--- src/design/cau_pkg.sv ---
// ----------------------------------------------------------------------------
// cau_pkg
// Shared types, microcode ROM and calendar helpers for the date unit.
// ----------------------------------------------------------------------------
package cau_pkg;

	localparam int PC_W = 5;

	// command codes
	localparam logic [2:0] CMD_LOAD = 3'd0;
	localparam logic [2:0] CMD_NEXT = 3'd1;
	localparam logic [2:0] CMD_PREV = 3'd2;
	localparam logic [2:0] CMD_ADD  = 3'd3;
	localparam logic [2:0] CMD_SUB  = 3'd4;
	localparam logic [2:0] CMD_CMP  = 3'd5;
	localparam logic [2:0] CMD_DIFF = 3'd6;
	localparam logic [2:0] CMD_NONE = 3'd7;

	// microprogram entry points
	localparam logic [PC_W-1:0] A_LOAD = 5'd0;
	localparam logic [PC_W-1:0] A_NEXT = 5'd1;
	localparam logic [PC_W-1:0] A_PREV = 5'd4;
	localparam logic [PC_W-1:0] A_ADD  = 5'd7;
	localparam logic [PC_W-1:0] A_SUB  = 5'd11;
	localparam logic [PC_W-1:0] A_CMP  = 5'd15;
	localparam logic [PC_W-1:0] A_DIFF = 5'd17;
	localparam logic [PC_W-1:0] A_NONE = 5'd21;
	localparam logic [PC_W-1:0] A_FIN  = 5'd22;
	localparam logic [PC_W-1:0] A_DONE = 5'd23;

	// modular inverse of 25 mod 2^13, and the divisibility bound
	localparam logic [12:0] INV25   = 13'd7209;
	localparam logic [12:0] DIV25_LIM = 13'd327;

	localparam logic signed [12:0] BASE_YEAR = 13'sd1900;
	localparam logic signed [24:0] DAYS_4Y   = 25'sd1461;

	typedef enum logic [3:0] {
		U_NOP, U_LOAD, U_CHK_CUR, U_CHK_BOTH, U_NEXT, U_PREV, U_ADD_OFF, U_ADD_MON,
		U_SUB_OFF, U_SUB_MON, U_STORE, U_CMP, U_DN_OP, U_DN_CUR, U_DIFF, U_DONE
	} uop_t;

	typedef enum logic [2:0] {
		C_NEXT, C_JUMP, C_ERR, C_LOOP, C_WAIT
	} cond_t;

	typedef struct packed {
		uop_t            uop;
		cond_t           cond;
		logic [PC_W-1:0] target;
	} uword_t;

	typedef struct packed {
		logic start;
		uop_t uop;
	} ctrl_t;

	typedef struct packed {
		logic err;
		logic loop;
		logic out_free;
	} stat_t;

	typedef enum logic {
		S_IDLE, S_RUN
	} seq_state_t;

	// microcode ROM
	function automatic uword_t ucode(input logic [PC_W-1:0] pc);
		uword_t w;
		unique case (pc)
			5'd0:  w = '{U_LOAD,     C_JUMP, A_FIN};
			5'd1:  w = '{U_CHK_CUR,  C_ERR,  A_FIN};
			5'd2:  w = '{U_NEXT,     C_NEXT, A_FIN};
			5'd3:  w = '{U_STORE,    C_JUMP, A_FIN};
			5'd4:  w = '{U_CHK_CUR,  C_ERR,  A_FIN};
			5'd5:  w = '{U_PREV,     C_NEXT, A_FIN};
			5'd6:  w = '{U_STORE,    C_JUMP, A_FIN};
			5'd7:  w = '{U_CHK_CUR,  C_ERR,  A_FIN};
			5'd8:  w = '{U_ADD_OFF,  C_NEXT, A_FIN};
			5'd9:  w = '{U_ADD_MON,  C_LOOP, A_ADD + 5'd2};
			5'd10: w = '{U_STORE,    C_JUMP, A_FIN};
			5'd11: w = '{U_CHK_CUR,  C_ERR,  A_FIN};
			5'd12: w = '{U_SUB_OFF,  C_NEXT, A_FIN};
			5'd13: w = '{U_SUB_MON,  C_LOOP, A_SUB + 5'd2};
			5'd14: w = '{U_STORE,    C_JUMP, A_FIN};
			5'd15: w = '{U_CHK_BOTH, C_ERR,  A_FIN};
			5'd16: w = '{U_CMP,      C_JUMP, A_FIN};
			5'd17: w = '{U_CHK_BOTH, C_ERR,  A_FIN};
			5'd18: w = '{U_DN_OP,    C_NEXT, A_FIN};
			5'd19: w = '{U_DN_CUR,   C_NEXT, A_FIN};
			5'd20: w = '{U_DIFF,     C_JUMP, A_DONE};
			5'd21: w = '{U_CHK_CUR,  C_JUMP, A_FIN};
			5'd22: w = '{U_DN_CUR,   C_NEXT, A_FIN};
			default: w = '{U_DONE,   C_WAIT, A_LOAD};
		endcase
		return w;
	endfunction

	// dispatch table
	function automatic logic [PC_W-1:0] entry_pc(input logic [2:0] cmd);
		logic [PC_W-1:0] a;
		unique case (cmd)
			CMD_LOAD: a = A_LOAD;
			CMD_NEXT: a = A_NEXT;
			CMD_PREV: a = A_PREV;
			CMD_ADD:  a = A_ADD;
			CMD_SUB:  a = A_SUB;
			CMD_CMP:  a = A_CMP;
			CMD_DIFF: a = A_DIFF;
			default:  a = A_NONE;
		endcase
		return a;
	endfunction

	// Gregorian leap test, signed year; divisibility by 25 via inverse multiply
	function automatic logic is_leap(input logic signed [13:0] y);
		logic [12:0] a;
		logic [12:0] p;
		logic        d25;
		a   = y[13] ? 13'(-y) : y[12:0];
		p   = 13'(a * INV25);
		d25 = (p <= DIV25_LIM);
		return (a[1:0] == 2'd0) && (!d25 || (a[3:0] == 4'd0));
	endfunction

	function automatic logic [4:0] month_days(input logic [3:0] m, input logic leap);
		logic [4:0] n;
		unique case (m)
			4'd2:                      n = leap ? 5'd29 : 5'd28;
			4'd4, 4'd6, 4'd9, 4'd11:   n = 5'd30;
			default:                   n = 5'd31;
		endcase
		return n;
	endfunction

	// days before the given month in a common year, March onward
	function automatic logic [8:0] month_start(input logic [3:0] m);
		logic [8:0] s;
		unique case (m)
			4'd3:    s = 9'd59;
			4'd4:    s = 9'd90;
			4'd5:    s = 9'd120;
			4'd6:    s = 9'd151;
			4'd7:    s = 9'd181;
			4'd8:    s = 9'd212;
			4'd9:    s = 9'd243;
			4'd10:   s = 9'd273;
			4'd11:   s = 9'd304;
			4'd12:   s = 9'd334;
			default: s = 9'd0;
		endcase
		return s;
	endfunction

endpackage

--- src/design/cau_dnum.sv ---
// ----------------------------------------------------------------------------
// cau_dnum
// Day of year and linear day number of one valid date.
// ----------------------------------------------------------------------------
module cau_dnum (
	input  logic [5:0]         day,
	input  logic [3:0]         month,
	input  logic [11:0]        year,
	output logic [8:0]         doy,
	output logic signed [20:0] dn
);
	import cau_pkg::*;

	logic               leap;
	logic signed [12:0] yrel;
	logic signed [24:0] span;
	logic signed [24:0] span_r;
	logic signed [24:0] quarter;
	logic signed [24:0] dn_w;

	// day within year
	always_comb begin
		leap = is_leap($signed({2'b00, year}));
		if (month < 4'd3) begin
			doy = (month < 4'd2) ? {3'b000, day} : ({3'b000, day} + 9'd31);
		end else begin
			doy = {3'b000, day} + month_start(month) + {8'd0, leap};
		end
	end

	// trunc((year - 1900) * 1461 / 4) + doy - 2, rounding toward zero
	always_comb begin
		yrel    = $signed({1'b0, year}) - BASE_YEAR;
		span    = 25'(yrel) * DAYS_4Y;
		span_r  = span[24] ? (span + 25'sd3) : span;
		quarter = span_r >>> 2;
		dn_w    = quarter + $signed({16'd0, doy}) - 25'sd2;
	end

	assign dn = dn_w[20:0];

endmodule

--- src/design/cau_seq.sv ---
// ----------------------------------------------------------------------------
// cau_seq
// Microcode sequencer: step counter, ROM lookup, dispatch and jumps.
// ----------------------------------------------------------------------------
module cau_seq (
	input  logic            clk,
	input  logic            arst_n,
	input  logic            in_valid,
	output logic            in_ready,
	input  logic [2:0]      command,
	input  cau_pkg::stat_t  stat,
	output cau_pkg::ctrl_t  ctrl
);
	import cau_pkg::*;

	seq_state_t      state_q, state_d;
	logic [PC_W-1:0] pc_q, pc_d;
	uword_t          word;
	logic            accept;

	assign word   = ucode(pc_q);
	assign accept = in_valid && (state_q == S_IDLE);

	// next state
	always_comb begin
		state_d = state_q;
		unique case (state_q)
			S_IDLE: begin
				if (accept) state_d = S_RUN;
			end
			S_RUN: begin
				if (word.cond == C_WAIT && stat.out_free) state_d = S_IDLE;
			end
			default: state_d = S_IDLE;
		endcase
	end

	// step counter
	always_comb begin
		pc_d = pc_q;
		if (accept) begin
			pc_d = entry_pc(command);
		end else if (state_q == S_RUN) begin
			unique case (word.cond)
				C_NEXT:  pc_d = pc_q + 5'd1;
				C_JUMP:  pc_d = word.target;
				C_ERR:   pc_d = stat.err ? word.target : (pc_q + 5'd1);
				C_LOOP:  pc_d = stat.loop ? word.target : (pc_q + 5'd1);
				default: pc_d = pc_q;
			endcase
		end
	end

	// outputs
	always_comb begin
		in_ready   = (state_q == S_IDLE);
		ctrl.start = accept;
		ctrl.uop   = (state_q == S_RUN) ? word.uop : U_NOP;
	end

	always_ff @(posedge clk or negedge arst_n) begin
		if (!arst_n) begin
			state_q <= S_IDLE;
			pc_q    <= A_LOAD;
		end else begin
			state_q <= state_d;
			pc_q    <= pc_d;
		end
	end

endmodule

--- src/design/cau_dp.sv ---
// ----------------------------------------------------------------------------
// cau_dp
// Datapath: stored date, working date, checks, result and output registers.
// ----------------------------------------------------------------------------
module cau_dp #(
	parameter int MIN_YEAR = 1800,
	parameter int MAX_YEAR = 2999
) (
	input  logic               clk,
	input  logic               arst_n,
	input  cau_pkg::ctrl_t     ctrl,
	output cau_pkg::stat_t     stat,
	input  logic [5:0]         day,
	input  logic [3:0]         month,
	input  logic [11:0]        year,
	input  logic [15:0]        offset_days,
	output logic               out_valid,
	input  logic               out_ready,
	output logic [5:0]         out_day,
	output logic [3:0]         out_month,
	output logic [11:0]        out_year,
	output logic [2:0]         error_bits,
	output logic [8:0]         day_of_year,
	output logic signed [20:0] day_number,
	output logic               less,
	output logic signed [20:0] difference
);
	import cau_pkg::*;

	localparam logic [11:0] MIN_Y = 12'(MIN_YEAR);
	localparam logic [11:0] MAX_Y = 12'(MAX_YEAR);

	function automatic logic [2:0] check_date(input logic [5:0] d, input logic [3:0] m,
			input logic [11:0] y);
		logic [2:0] b;
		b[0] = (d < 6'd1) || (d > 6'd31);
		b[1] = (m < 4'd1) || (m > 4'd12);
		b[2] = (y < MIN_Y) || (y > MAX_Y);
		return b;
	endfunction

	// operand and stored date
	logic [5:0]         op_d_q;
	logic [3:0]         op_m_q;
	logic [11:0]        op_y_q;
	logic [15:0]        op_off_q;
	logic [5:0]         cur_day_q, cur_day_d;
	logic [3:0]         cur_month_q, cur_month_d;
	logic [11:0]        cur_year_q, cur_year_d;

	// working date
	logic signed [17:0] w_d_q, w_d_d;
	logic [3:0]         w_m_q, w_m_d;
	logic signed [13:0] w_y_q, w_y_d;
	logic               leap_q;

	// results
	logic [2:0]         err_q;
	logic               less_q;
	logic signed [20:0] diff_q;
	logic [8:0]         doy_q;
	logic signed [20:0] dn_q;
	logic signed [20:0] aux_q;

	// output register
	logic               out_valid_q;
	logic [5:0]         out_day_q;
	logic [3:0]         out_month_q;
	logic [11:0]        out_year_q;
	logic [2:0]         out_err_q;
	logic [8:0]         out_doy_q;
	logic signed [20:0] out_dn_q;
	logic               out_less_q;
	logic signed [20:0] out_diff_q;

	logic [2:0]         chk_cur, chk_op;
	logic [4:0]         md_cur, md_prev;
	logic [3:0]         m_prev, m_next;
	logic signed [13:0] y_prev, y_next;
	logic               add_more, sub_less, out_free, do_done;
	logic               dn_sel_op;
	logic [5:0]         dn_day;
	logic [3:0]         dn_month;
	logic [11:0]        dn_year;
	logic [8:0]         dn_doy;
	logic signed [20:0] dn_val;

	// checks and month stepping
	always_comb begin
		chk_cur  = check_date(cur_day_q, cur_month_q, cur_year_q);
		chk_op   = check_date(op_d_q, op_m_q, op_y_q);
		md_cur   = month_days(w_m_q, leap_q);
		m_next   = (w_m_q < 4'd12) ? (w_m_q + 4'd1) : 4'd1;
		y_next   = (w_m_q < 4'd12) ? w_y_q : (w_y_q + 14'sd1);
		m_prev   = (w_m_q > 4'd1) ? (w_m_q - 4'd1) : 4'd12;
		y_prev   = (w_m_q > 4'd1) ? w_y_q : (w_y_q - 14'sd1);
		// December has 31 days whatever the year, so leap_q of w_y suffices
		md_prev  = month_days(m_prev, leap_q);
		add_more = w_d_q > $signed({13'd0, md_cur});
		sub_less = w_d_q < 18'sd1;
		out_free = !out_valid_q || out_ready;
		do_done  = (ctrl.uop == U_DONE) && out_free;
	end

	always_comb begin
		stat.err      = (ctrl.uop == U_CHK_BOTH) ? ((chk_cur | chk_op) != 3'd0)
		                                         : (chk_cur != 3'd0);
		stat.loop     = (ctrl.uop == U_SUB_MON) ? sub_less : add_more;
		stat.out_free = out_free;
	end

	// shared day-number unit
	assign dn_sel_op = (ctrl.uop == U_DN_OP);
	assign dn_day    = dn_sel_op ? op_d_q : cur_day_q;
	assign dn_month  = dn_sel_op ? op_m_q : cur_month_q;
	assign dn_year   = dn_sel_op ? op_y_q : cur_year_q;

	cau_dnum u_dnum (
		.day   (dn_day),
		.month (dn_month),
		.year  (dn_year),
		.doy   (dn_doy),
		.dn    (dn_val)
	);

	// working and stored date updates
	always_comb begin
		w_d_d       = w_d_q;
		w_m_d       = w_m_q;
		w_y_d       = w_y_q;
		cur_day_d   = cur_day_q;
		cur_month_d = cur_month_q;
		cur_year_d  = cur_year_q;
		unique case (ctrl.uop)
			U_LOAD: begin
				cur_day_d   = op_d_q;
				cur_month_d = op_m_q;
				cur_year_d  = op_y_q;
			end
			U_CHK_CUR, U_CHK_BOTH: begin
				w_d_d = $signed({12'd0, cur_day_q});
				w_m_d = cur_month_q;
				w_y_d = $signed({2'b00, cur_year_q});
			end
			U_NEXT: begin
				if (w_d_q < $signed({13'd0, md_cur})) begin
					w_d_d = w_d_q + 18'sd1;
				end else begin
					w_d_d = 18'sd1;
					w_m_d = m_next;
					w_y_d = y_next;
				end
			end
			U_PREV: begin
				if (w_d_q > 18'sd1) begin
					w_d_d = w_d_q - 18'sd1;
				end else begin
					w_m_d = m_prev;
					w_y_d = y_prev;
					w_d_d = $signed({13'd0, md_prev});
				end
			end
			U_ADD_OFF: w_d_d = w_d_q + $signed({2'b00, op_off_q});
			U_SUB_OFF: w_d_d = w_d_q - $signed({2'b00, op_off_q});
			U_ADD_MON: begin
				if (add_more) begin
					w_d_d = w_d_q - $signed({13'd0, md_cur});
					w_m_d = m_next;
					w_y_d = y_next;
				end
			end
			U_SUB_MON: begin
				if (sub_less) begin
					w_d_d = w_d_q + $signed({13'd0, md_prev});
					w_m_d = m_prev;
					w_y_d = y_prev;
				end
			end
			U_STORE: begin
				cur_day_d   = w_d_q[5:0];
				cur_month_d = w_m_q;
				cur_year_d  = w_y_q[11:0];
			end
			default: ;
		endcase
	end

	// stored date
	always_ff @(posedge clk or negedge arst_n) begin
		if (!arst_n) begin
			cur_day_q   <= 6'd1;
			cur_month_q <= 4'd1;
			cur_year_q  <= 12'd1900;
		end else begin
			cur_day_q   <= cur_day_d;
			cur_month_q <= cur_month_d;
			cur_year_q  <= cur_year_d;
		end
	end

	// operand capture, working date and per-request results
	always_ff @(posedge clk) begin
		w_d_q  <= w_d_d;
		w_m_q  <= w_m_d;
		w_y_q  <= w_y_d;
		leap_q <= is_leap(w_y_d);
		if (ctrl.start) begin
			op_d_q   <= day;
			op_m_q   <= month;
			op_y_q   <= year;
			op_off_q <= offset_days;
			err_q    <= 3'd0;
			less_q   <= 1'b0;
			diff_q   <= '0;
		end
		unique case (ctrl.uop)
			U_LOAD:     err_q  <= chk_op;
			U_CHK_CUR:  err_q  <= chk_cur;
			U_CHK_BOTH: err_q  <= chk_cur | chk_op;
			U_CMP:      less_q <= {cur_year_q, cur_month_q, cur_day_q}
			                    < {op_y_q, op_m_q, op_d_q};
			U_DN_OP:    aux_q  <= dn_val;
			U_DN_CUR: begin
				doy_q <= (chk_cur == 3'd0) ? dn_doy : 9'd0;
				dn_q  <= (chk_cur == 3'd0) ? dn_val : 21'sd0;
			end
			U_DIFF:     diff_q <= dn_q - aux_q;
			default: ;
		endcase
	end

	// output register
	always_ff @(posedge clk or negedge arst_n) begin
		if (!arst_n) begin
			out_valid_q <= 1'b0;
		end else if (do_done) begin
			out_valid_q <= 1'b1;
		end else if (out_ready) begin
			out_valid_q <= 1'b0;
		end
	end

	always_ff @(posedge clk) begin
		if (do_done) begin
			out_day_q   <= cur_day_q;
			out_month_q <= cur_month_q;
			out_year_q  <= cur_year_q;
			out_err_q   <= err_q;
			out_doy_q   <= doy_q;
			out_dn_q    <= dn_q;
			out_less_q  <= less_q;
			out_diff_q  <= diff_q;
		end
	end

	assign out_valid   = out_valid_q;
	assign out_day     = out_day_q;
	assign out_month   = out_month_q;
	assign out_year    = out_year_q;
	assign error_bits  = out_err_q;
	assign day_of_year = out_doy_q;
	assign day_number  = out_dn_q;
	assign less        = out_less_q;
	assign difference  = out_diff_q;

endmodule

--- src/design/calendar_date_arithmetic_unit.sv ---
// ----------------------------------------------------------------------------
// calendar_date_arithmetic_unit
// Stored Gregorian date with load, step, add, subtract, compare and difference.
// ----------------------------------------------------------------------------
// One request at a time: in_ready is high only while the sequencer is idle, and
// a result can wait in the output register while the next request is taken.
// in_ready comes back high in the same cycle as the result, so the next request
// can be taken in that cycle. The add and subtract loops walk one month per cycle
// through the microcoded sequencer.
module calendar_date_arithmetic_unit #(
	parameter int MIN_YEAR = 1800,
	parameter int MAX_YEAR = 2999
) (
	input  logic               clk,
	input  logic               arst_n,
	input  logic               in_valid,
	output logic               in_ready,
	input  logic [2:0]         command,
	input  logic [5:0]         day,
	input  logic [3:0]         month,
	input  logic [11:0]        year,
	input  logic [15:0]        offset_days,
	output logic               out_valid,
	input  logic               out_ready,
	output logic [5:0]         out_day,
	output logic [3:0]         out_month,
	output logic [11:0]        out_year,
	output logic [2:0]         error_bits,
	output logic [8:0]         day_of_year,
	output logic signed [20:0] day_number,
	output logic               less,
	output logic signed [20:0] difference
);
	import cau_pkg::*;

	ctrl_t ctrl;
	stat_t stat;

	// sequencer
	cau_seq u_seq (
		.clk      (clk),
		.arst_n   (arst_n),
		.in_valid (in_valid),
		.in_ready (in_ready),
		.command  (command),
		.stat     (stat),
		.ctrl     (ctrl)
	);

	// datapath
	cau_dp #(
		.MIN_YEAR (MIN_YEAR),
		.MAX_YEAR (MAX_YEAR)
	) u_dp (
		.clk         (clk),
		.arst_n      (arst_n),
		.ctrl        (ctrl),
		.stat        (stat),
		.day         (day),
		.month       (month),
		.year        (year),
		.offset_days (offset_days),
		.out_valid   (out_valid),
		.out_ready   (out_ready),
		.out_day     (out_day),
		.out_month   (out_month),
		.out_year    (out_year),
		.error_bits  (error_bits),
		.day_of_year (day_of_year),
		.day_number  (day_number),
		.less        (less),
		.difference  (difference)
	);

endmodule

--- config.mk ---
export PLATFORM = sky130hd
export DESIGN_NAME = calendar_date_arithmetic_unit
export DESIGN_NICKNAME = d
export VERILOG_FILES = /design/src/design/cau_pkg.sv /design/src/design/cau_dnum.sv /design/src/design/cau_seq.sv /design/src/design/cau_dp.sv /design/src/design/calendar_date_arithmetic_unit.sv
export SDC_FILE = /design/constraint.sdc
export NUM_CORES = 1
export LEC_CHECK = 0
export ABC_AREA = 0
export ABC_CLOCK_PERIOD_IN_PS = 12500
export BUFFER_PORTS_ARGS = -buffer_cell sky130_fd_sc_hd__buf_2
export CAP_MARGIN = 0
export CORE_MARGIN = 5
export CORE_UTILIZATION = 39
export CTS_CLUSTER_SIZE = 12
export DETAILED_ROUTE_END_ITERATION = 10
export GPL_TIMING_DRIVEN = 0
export SYNTH_ARGS = -nofsm -noshare
export SYNTH_HDL_FRONTEND = slang
export SYNTH_SLANG_ARGS = --single-unit
--- constraint.sdc ---
create_clock -name clk -period 12.5 [get_ports clk]
set_input_delay 0.625 -clock clk [delete_from_list [all_inputs] [get_ports clk]]
set_output_delay 0.625 -clock clk [all_outputs]
set_load 0.01 [all_outputs]
==> results.py, run 1 <==
metrics = {
    "synthesis": {
        "syn-num-nets": 2705,
        "avgSynthCellArea_um2": 9.38,
        "ys_types": 97,
        "synth-edff-count": 213,
        "ys.warnings.count": 0,
        "ys_seq_elements": 257,
        "ys_seq_area_frac": 0.339,
        "synth_area_um2": 21900,
        "synth_ff_type": "edfxtp_1",
        "async_flop_share": 0.113,
        "synthCells": 2340,
    },
    "clock_tree": {
        "cts.sinks": 257,
        "clockBufferDepth": 3,
        "root_buffer": "clkbuf_16",
        "ctsHtreeMaxLevel": 1,
        "clk_latency_ps": 590,
        "cts_buffers": 31,
        "cts_hold_buf": 0,
        "clk_pin_slew_ps": 60,
        "cts_tree": "built",
    },
    "sta": {
        "finalCriticalPeriod_ps": 11800,
        "finalSetupViolations": 0,
        "relSlewSlack": 0.172,
        "finalSetupTns_ps": 0,
        "drv_slew": 0,
        "fmax_mhz": 84.8,
        "timing.final.crit_share": 0.944,
        "layout_setup_ws_ps": 701,
        "worstMarginPinSlew_ps": 1220,
        "skew_ps": 16.0,
        "hold_viol": 0,
    },
    "cells_and_area": {
        "final_nets": 2882,
        "syn_to_final_growth_pct": 14.4,
        "fin_area_um2": 25100,
        "post-route-util": 0.448,
        "final_cell_mix": "inv_1 (302), ha_1 (244), edfxtp_1 (213), nor2_1 (202), a21oi_1 (162)",
        "drive_above_1_share": 0.117,
        "final_common_cell": "inv_1",
        "antenna_cells": 0,
    },
    "worst_setup_path": {
        "path_max_fanout": 27,
        "crit_path_end_kind": "flop",
        "r2r_start": "u_seq.pc_q[0]$_DFFE_PN0P_",
        "start_kind": "flop",
        "cp_data_arrival_time_ps": 12110,
        "cp_top_family": "adder cells",
        "crit_path_max_incr_delay_ps": 570,
        "path_buf_inv": 5,
        "crit_path_start": "u_seq.pc_q[0]$_DFFE_PN0P_",
        "crit_path_top_delay_cell": "o21ai_0",
        "crit_type": "flop to flop",
        "critPathRequiredTime_ps": 12810,
    },
    "detailed_routing": {
        "firstDrtPassIters": 5,
        "finalWirelength_mm": 61.0,
        "num_vias": 17950,
        "postRouteAntennaNets": 0,
        "wl_per_cell_um": 18.5,
        "drc_errors": 0,
        "vias_per_cell": 5.44,
        "drt_iter0_drc": 1382,
    },
    "global_routing": {
        "top_usage_layer": "met2",
        "gr-total-overflow": 0,
        "antenna_found_initial": 3,
        "grt.total_usage": 0.195,
        "globalRouteMet2Util": 0.296,
        "grt_pass1_vias": 17550,
        "grt_max_degree": 39,
        "use_met3": 0.0278,
        "grt_pass1_wl_mm": 96.5,
        "use_met1": 0.294,
    },
    "floorplanning": {
        "coreArea_um2": 56100,
        "fp.dieArea_um2": 61100,
        "start_util": 0.392,
        "rows": 87,
        "io_pins": 124,
        "die_h_um": 247,
        "die_x_um": 247,
    },
    "run_status": {
        "outcome": "completed",
    },
    "placement": {
        "dpl_cell_area_um2": 23700,
        "io_buffers": 123,
        "place_hpwl_mm": 48.3,
        "pre_cts_ws_ps": -1350,
        "place_congestion": 0.950,
    },
    "flow_run": {
        "cap_viol_max_count": 0,
    },
    "min_path": {
        "hp-class": "primary input to async pin",
    },
}
-- through the flow --
step                std cells  hold slack, ps
floorplan                2340             329
global placement         3219             404
detailed placement       3229             405
CTS                      3286             120
global route             3297             152
finish                   3297             116
-- flip-flops by register name, indices dropped and copies added (netlist names), 3 cells and up --
name	count
u_dp.cur_month_q	4
u_seq.pc_q	5
u_dp.out_month	4
u_dp.day_of_year	9
u_dp.difference	21
u_dp.op_m_q	4
u_dp.out_day	6
u_dp.err_q	3
u_dp.out_year	12
u_dp.op_off_q	16
u_dp.doy_q	9
u_dp.day_number	21
u_dp.error_bits	3
u_dp.diff_q	21
u_dp.w_d_q	18
u_dp.op_d_q	6
u_dp.aux_q	21
u_dp.cur_day_q	6
u_dp.w_m_q	4
u_dp.op_y_q	12
u_dp.dn_q	21
u_dp.cur_year_q	12
u_dp.w_y_q	14
-- routing by layer --
metal | up-vias | share of wire
li1 | 8706 | -
met1 | 8601 | 0.48
met2 | 559 | 0.43
met3 | 84 | 0.067
met4 | 0 | 0.024
met5 | - | 0
-- cells by family (layout without fill, tap and decap cells) --
kind of cell | Yosys count | in the layout | share of synthesized area
compound gates | 567 | 567 | 0.168
xor+xnor | 148 | 148 | 0.0594
fa+ha+maj | 320 | 320 | 0.208
buf+inv | 373 | 574 | 0.0648
flops | 257 | 257 | 0.339
mux | 39 | 39 | 0.0187
simple gates | 636 | 636 | 0.142
-- repair_timing --
item / CTS / global route
endpoints found under the setup margin: 25 / 13
pin swaps: 0 / 9
setup buffers: 0 / 12
gates resized for setup: 24 / 33
-- cell type report --
| class | count | area [um^2] |
|---|---|---|
| plain buffers | 66 | 283 |
| clock buffers | 40 | 852 |
| clock inverters | 17 | 288 |
| fillers | 5302 | 30900 |
| inverters | 306 | 1150 |
| multi-input cells | 1710 | 13300 |
| flip-flops and latches | 257 | 7440 |
| well taps | 756 | 946 |
| repair buffers | 145 | 831 |
-- synth_stat cells, types with 51 or more instances --
library cell	n	share of area
ha_1	244	0.14
edfxtp_1	213	0.29
clkbuf_1	51	0.0087
a21oi_1	170	0.039
inv_1	304	0.052
nand3_1	57	0.013
nand2_1	132	0.023
nor3_1	62	0.014
xnor2_1	104	0.041
o21ai_0	124	0.028
fa_1	76	0.069
nor2_1	203	0.035
-- worst paths after layout --
path                            slack [ps]                        endpoint  cells after the start
worst max-delay path                   700     u_dp.dn_q[19]$_SDFFCE_PN0N_                     44
worst min-delay path                   120  u_dp.cur_year_q[4]$_DFFE_PN0P_                      1
worst max register to register         700     u_dp.dn_q[19]$_SDFFCE_PN0N_                     44
worst min register to register         420   u_dp.difference[13]$_DFFE_PP_                      0
max in group asynchronous            11830       u_seq.pc_q[0]$_DFFE_PN0P_                      1
min in group clk                       210      u_dp.op_off_q[3]$_DFFE_PP_                      1
Power of run 1 is left out: the tool's default activity adds up to more than one toggle a clock period on the data nets, which glitch-free logic cannot reach.
==> inputs of run 2 (changes only) <==
--- a/config.mk
+++ b/config.mk
@@ -6,7 +6,7 @@
 export NUM_CORES = 1
 export LEC_CHECK = 0
 export ABC_AREA = 0
-export ABC_CLOCK_PERIOD_IN_PS = 12500
+export ABC_CLOCK_PERIOD_IN_PS = 14000
 export BUFFER_PORTS_ARGS = -buffer_cell sky130_fd_sc_hd__buf_2
 export CAP_MARGIN = 0
 export CORE_MARGIN = 5
@@ -14,6 +14,7 @@
 export CTS_CLUSTER_SIZE = 12
 export DETAILED_ROUTE_END_ITERATION = 10
 export GPL_TIMING_DRIVEN = 0
+export SLEW_MARGIN = 15
 export SYNTH_ARGS = -nofsm -noshare
 export SYNTH_HDL_FRONTEND = slang
 export SYNTH_SLANG_ARGS = --single-unit
==> constraint.sdc (replaced) <==
create_clock -name clk -period 14 [get_ports clk]
set_input_delay 0.7 -clock clk [delete_from_list [all_inputs] [get_ports clk]]
set_output_delay 0.7 -clock clk [all_outputs]
set_load 0.01 [all_outputs]
==> run 2 against run 1 <==
Compared with the run above: critical path type unchanged; clock skew increased by 3.0 ps; critical path depth increased by 5; first-iteration DRC count up 10%; count of clock-buffer cells in the layout fell by 2; via count decreased by 0.50%; register-to-register slack better by 240 ps; worst setup slack better by 240 ps; global-route usage fell by 0.053 points; sequential share of layout area up 0.40 points; fmax decreased by 9.7%; highest routed layer unchanged; die area did not move.
==> results.py, run 2 (synthesis results as in run 1) <==
metrics = {
    "run_status": {
        "outcome": "completed",
    },
    "placement": {
        "io_buffers": 123,
        "place_congestion": 0.950,
        "place_hpwl_mm": 48.2,
    },
    "worst_setup_path": {
        "crit_type": "flop to flop",
        "crit_path_end_kind": "flop",
        "path_max_fanout": 10,
        "cp_data_arrival_time_ps": 13370,
        "path_buf_inv": 7,
        "cp_top_family": "compound AO/OA/AOI/OAI gates",
        "crit_path_max_incr_delay_ps": 550,
        "rr_endpoint": "u_dp.dn_q[19]$_SDFFCE_PN0N_",
        "start_kind": "flop",
        "reg2regPathDepth": 49,
        "critPathRequiredTime_ps": 14310,
        "crit_path_top_delay_cell": "dfrtp_1",
        "r2r_start": "u_seq.pc_q[0]$_DFFE_PN0P_",
        "r2r_setup_slack_ps": 940,
    },
    "clock_tree": {
        "cts_tree": "built",
        "cts_buffers": 31,
        "root_buffer": "clkbuf_16",
        "ctsResizeCount": 0,
        "ctsHtreeMaxLevel": 1,
        "cts_setup_buffers": 0,
        "clk_latency_ps": 600,
        "cts.sinks": 257,
        "clockBufferDepth": 3,
        "clk_pin_slew_ps": 60,
        "cts_hold_buf": 0,
    },
    "detailed_routing": {
        "firstDrtPassIters": 5,
        "vias_per_cell": 5.44,
        "drc_errors": 0,
        "postRouteAntennaNets": 0,
        "num_vias": 17860,
        "drt_iter0_drc": 1521,
        "wl_per_cell_um": 18.6,
        "finalWirelength_mm": 61.1,
    },
    "cells_and_area": {
        "antenna_cells": 0,
        "drive_above_1_share": 0.104,
        "syn_to_final_growth_pct": 12.9,
        "final_common_cell": "inv_1",
        "fillers": 5378,
        "regArea_um2": 7430,
        "multi_input_area_um2": 13200,
        "final_nets": 2872,
        "final_cell_mix": "inv_1 (303), ha_1 (244), edfxtp_1 (213), nor2_1 (202), a21oi_1 (166)",
    },
    "global_routing": {
        "gr-total-overflow": 0,
        "grt_pass1_vias": 17408,
        "grt.total_usage": 0.195,
        "antenna_found_initial": 1,
        "grt_pass1_wl_mm": 96.2,
        "grt_max_degree": 30,
    },
    "sta": {
        "drv_slew": 0,
        "finalSetupTns_ps": 0,
        "rsz0062_at_grt": "false",
        "skew_ps": 19.0,
        "relSlewSlack": 0.171,
        "finalCriticalPeriod_ps": 13060,
        "fmax_mhz": 76.6,
        "worstMarginPinSlew_ps": 1230,
        "timing.final.crit_share": 0.933,
        "hold_viol": 0,
        "finalSetupViolations": 0,
    },
    "min_path": {
        "hp-class": "primary input to async pin",
    },
    "floorplanning": {
        "die_h_um": 247,
        "die_x_um": 247,
        "coreArea_um2": 56100,
        "start_util": 0.392,
        "io_pins": 124,
        "rows": 87,
        "fp.dieArea_um2": 61100,
    },
    "flow_run": {
        "cap_viol_max_count": 0,
    },
}
-- run 2: cell count changes in the layout (fill, tap and decap cells not counted), moves of 3 or more --
| cell | delta |
|---|---|
| xnor2_1 | +3 |
| buf_4 | -9 |
| clkinv_2 | +3 |
| a21oi_1 | +4 |
| bufinv_16 | -4 |
| a21oi_2 | -3 |
-- run 2: worst max-delay path by stage --
stage	cells past startpoint	slack, ps	start	endpoint
floorplan	49	2740	u_seq.pc_q[0]$_DFFE_PN0P_	u_dp.dn_q[19]$_SDFFCE_PN0N_
detailed placement	49	110	u_seq.pc_q[0]$_DFFE_PN0P_	u_dp.dn_q[19]$_SDFFCE_PN0N_
global placement	49	250	u_seq.pc_q[0]$_DFFE_PN0P_	u_dp.dn_q[19]$_SDFFCE_PN0N_
CTS	49	20	u_seq.pc_q[0]$_DFFE_PN0P_	u_dp.dn_q[19]$_SDFFCE_PN0N_
finish	49	940	u_seq.pc_q[0]$_DFFE_PN0P_	u_dp.dn_q[19]$_SDFFCE_PN0N_
global route	49	40	u_seq.pc_q[0]$_DFFE_PN0P_	u_dp.dn_q[19]$_SDFFCE_PN0N_
-- run 2: per-layer routing --
| layer | track usage | share of wire | routed length, um | up-vias |
|---|---|---|---|---|
| li1 | - | - | - | 8705 |
| met1 | 0.297 | 0.49 | 30100 | 8538 |
| met2 | 0.297 | 0.43 | 26100 | 531 |
| met3 | 0.0238 | 0.060 | 3680 | 86 |
| met4 | 0.0426 | 0.020 | 1220 | 0 |
| met5 | 0 | 0 | 0 | - |
-- run 2: layout make-up --
type                    instances  share of cell area
multi-input cells            1710               0.532
flip-flops and latches        257               0.300
inverters                     306              0.0464
well taps                     756              0.0382
clock buffers                  38              0.0349
repair buffers                134              0.0301
plain buffers                  67              0.0112
clock inverters                18             0.00768
-- run 2: metrics by stage --
step	setup slack (ps)	util	cell area (um^2)	hold slack, ps	instances
2_1_floorplan	2740	-	21900	400	2340
3_3_place_gp	255	0.419	23500	404	3219
3_5_place_dp	111	0.422	23700	405	3230
4_1_cts	18.8	0.441	24700	159	3286
5_1_grt	39.5	0.442	24800	202	3286
6_report	940	0.442	24800	164	3286
Power of run 2 is left out for the same reason.
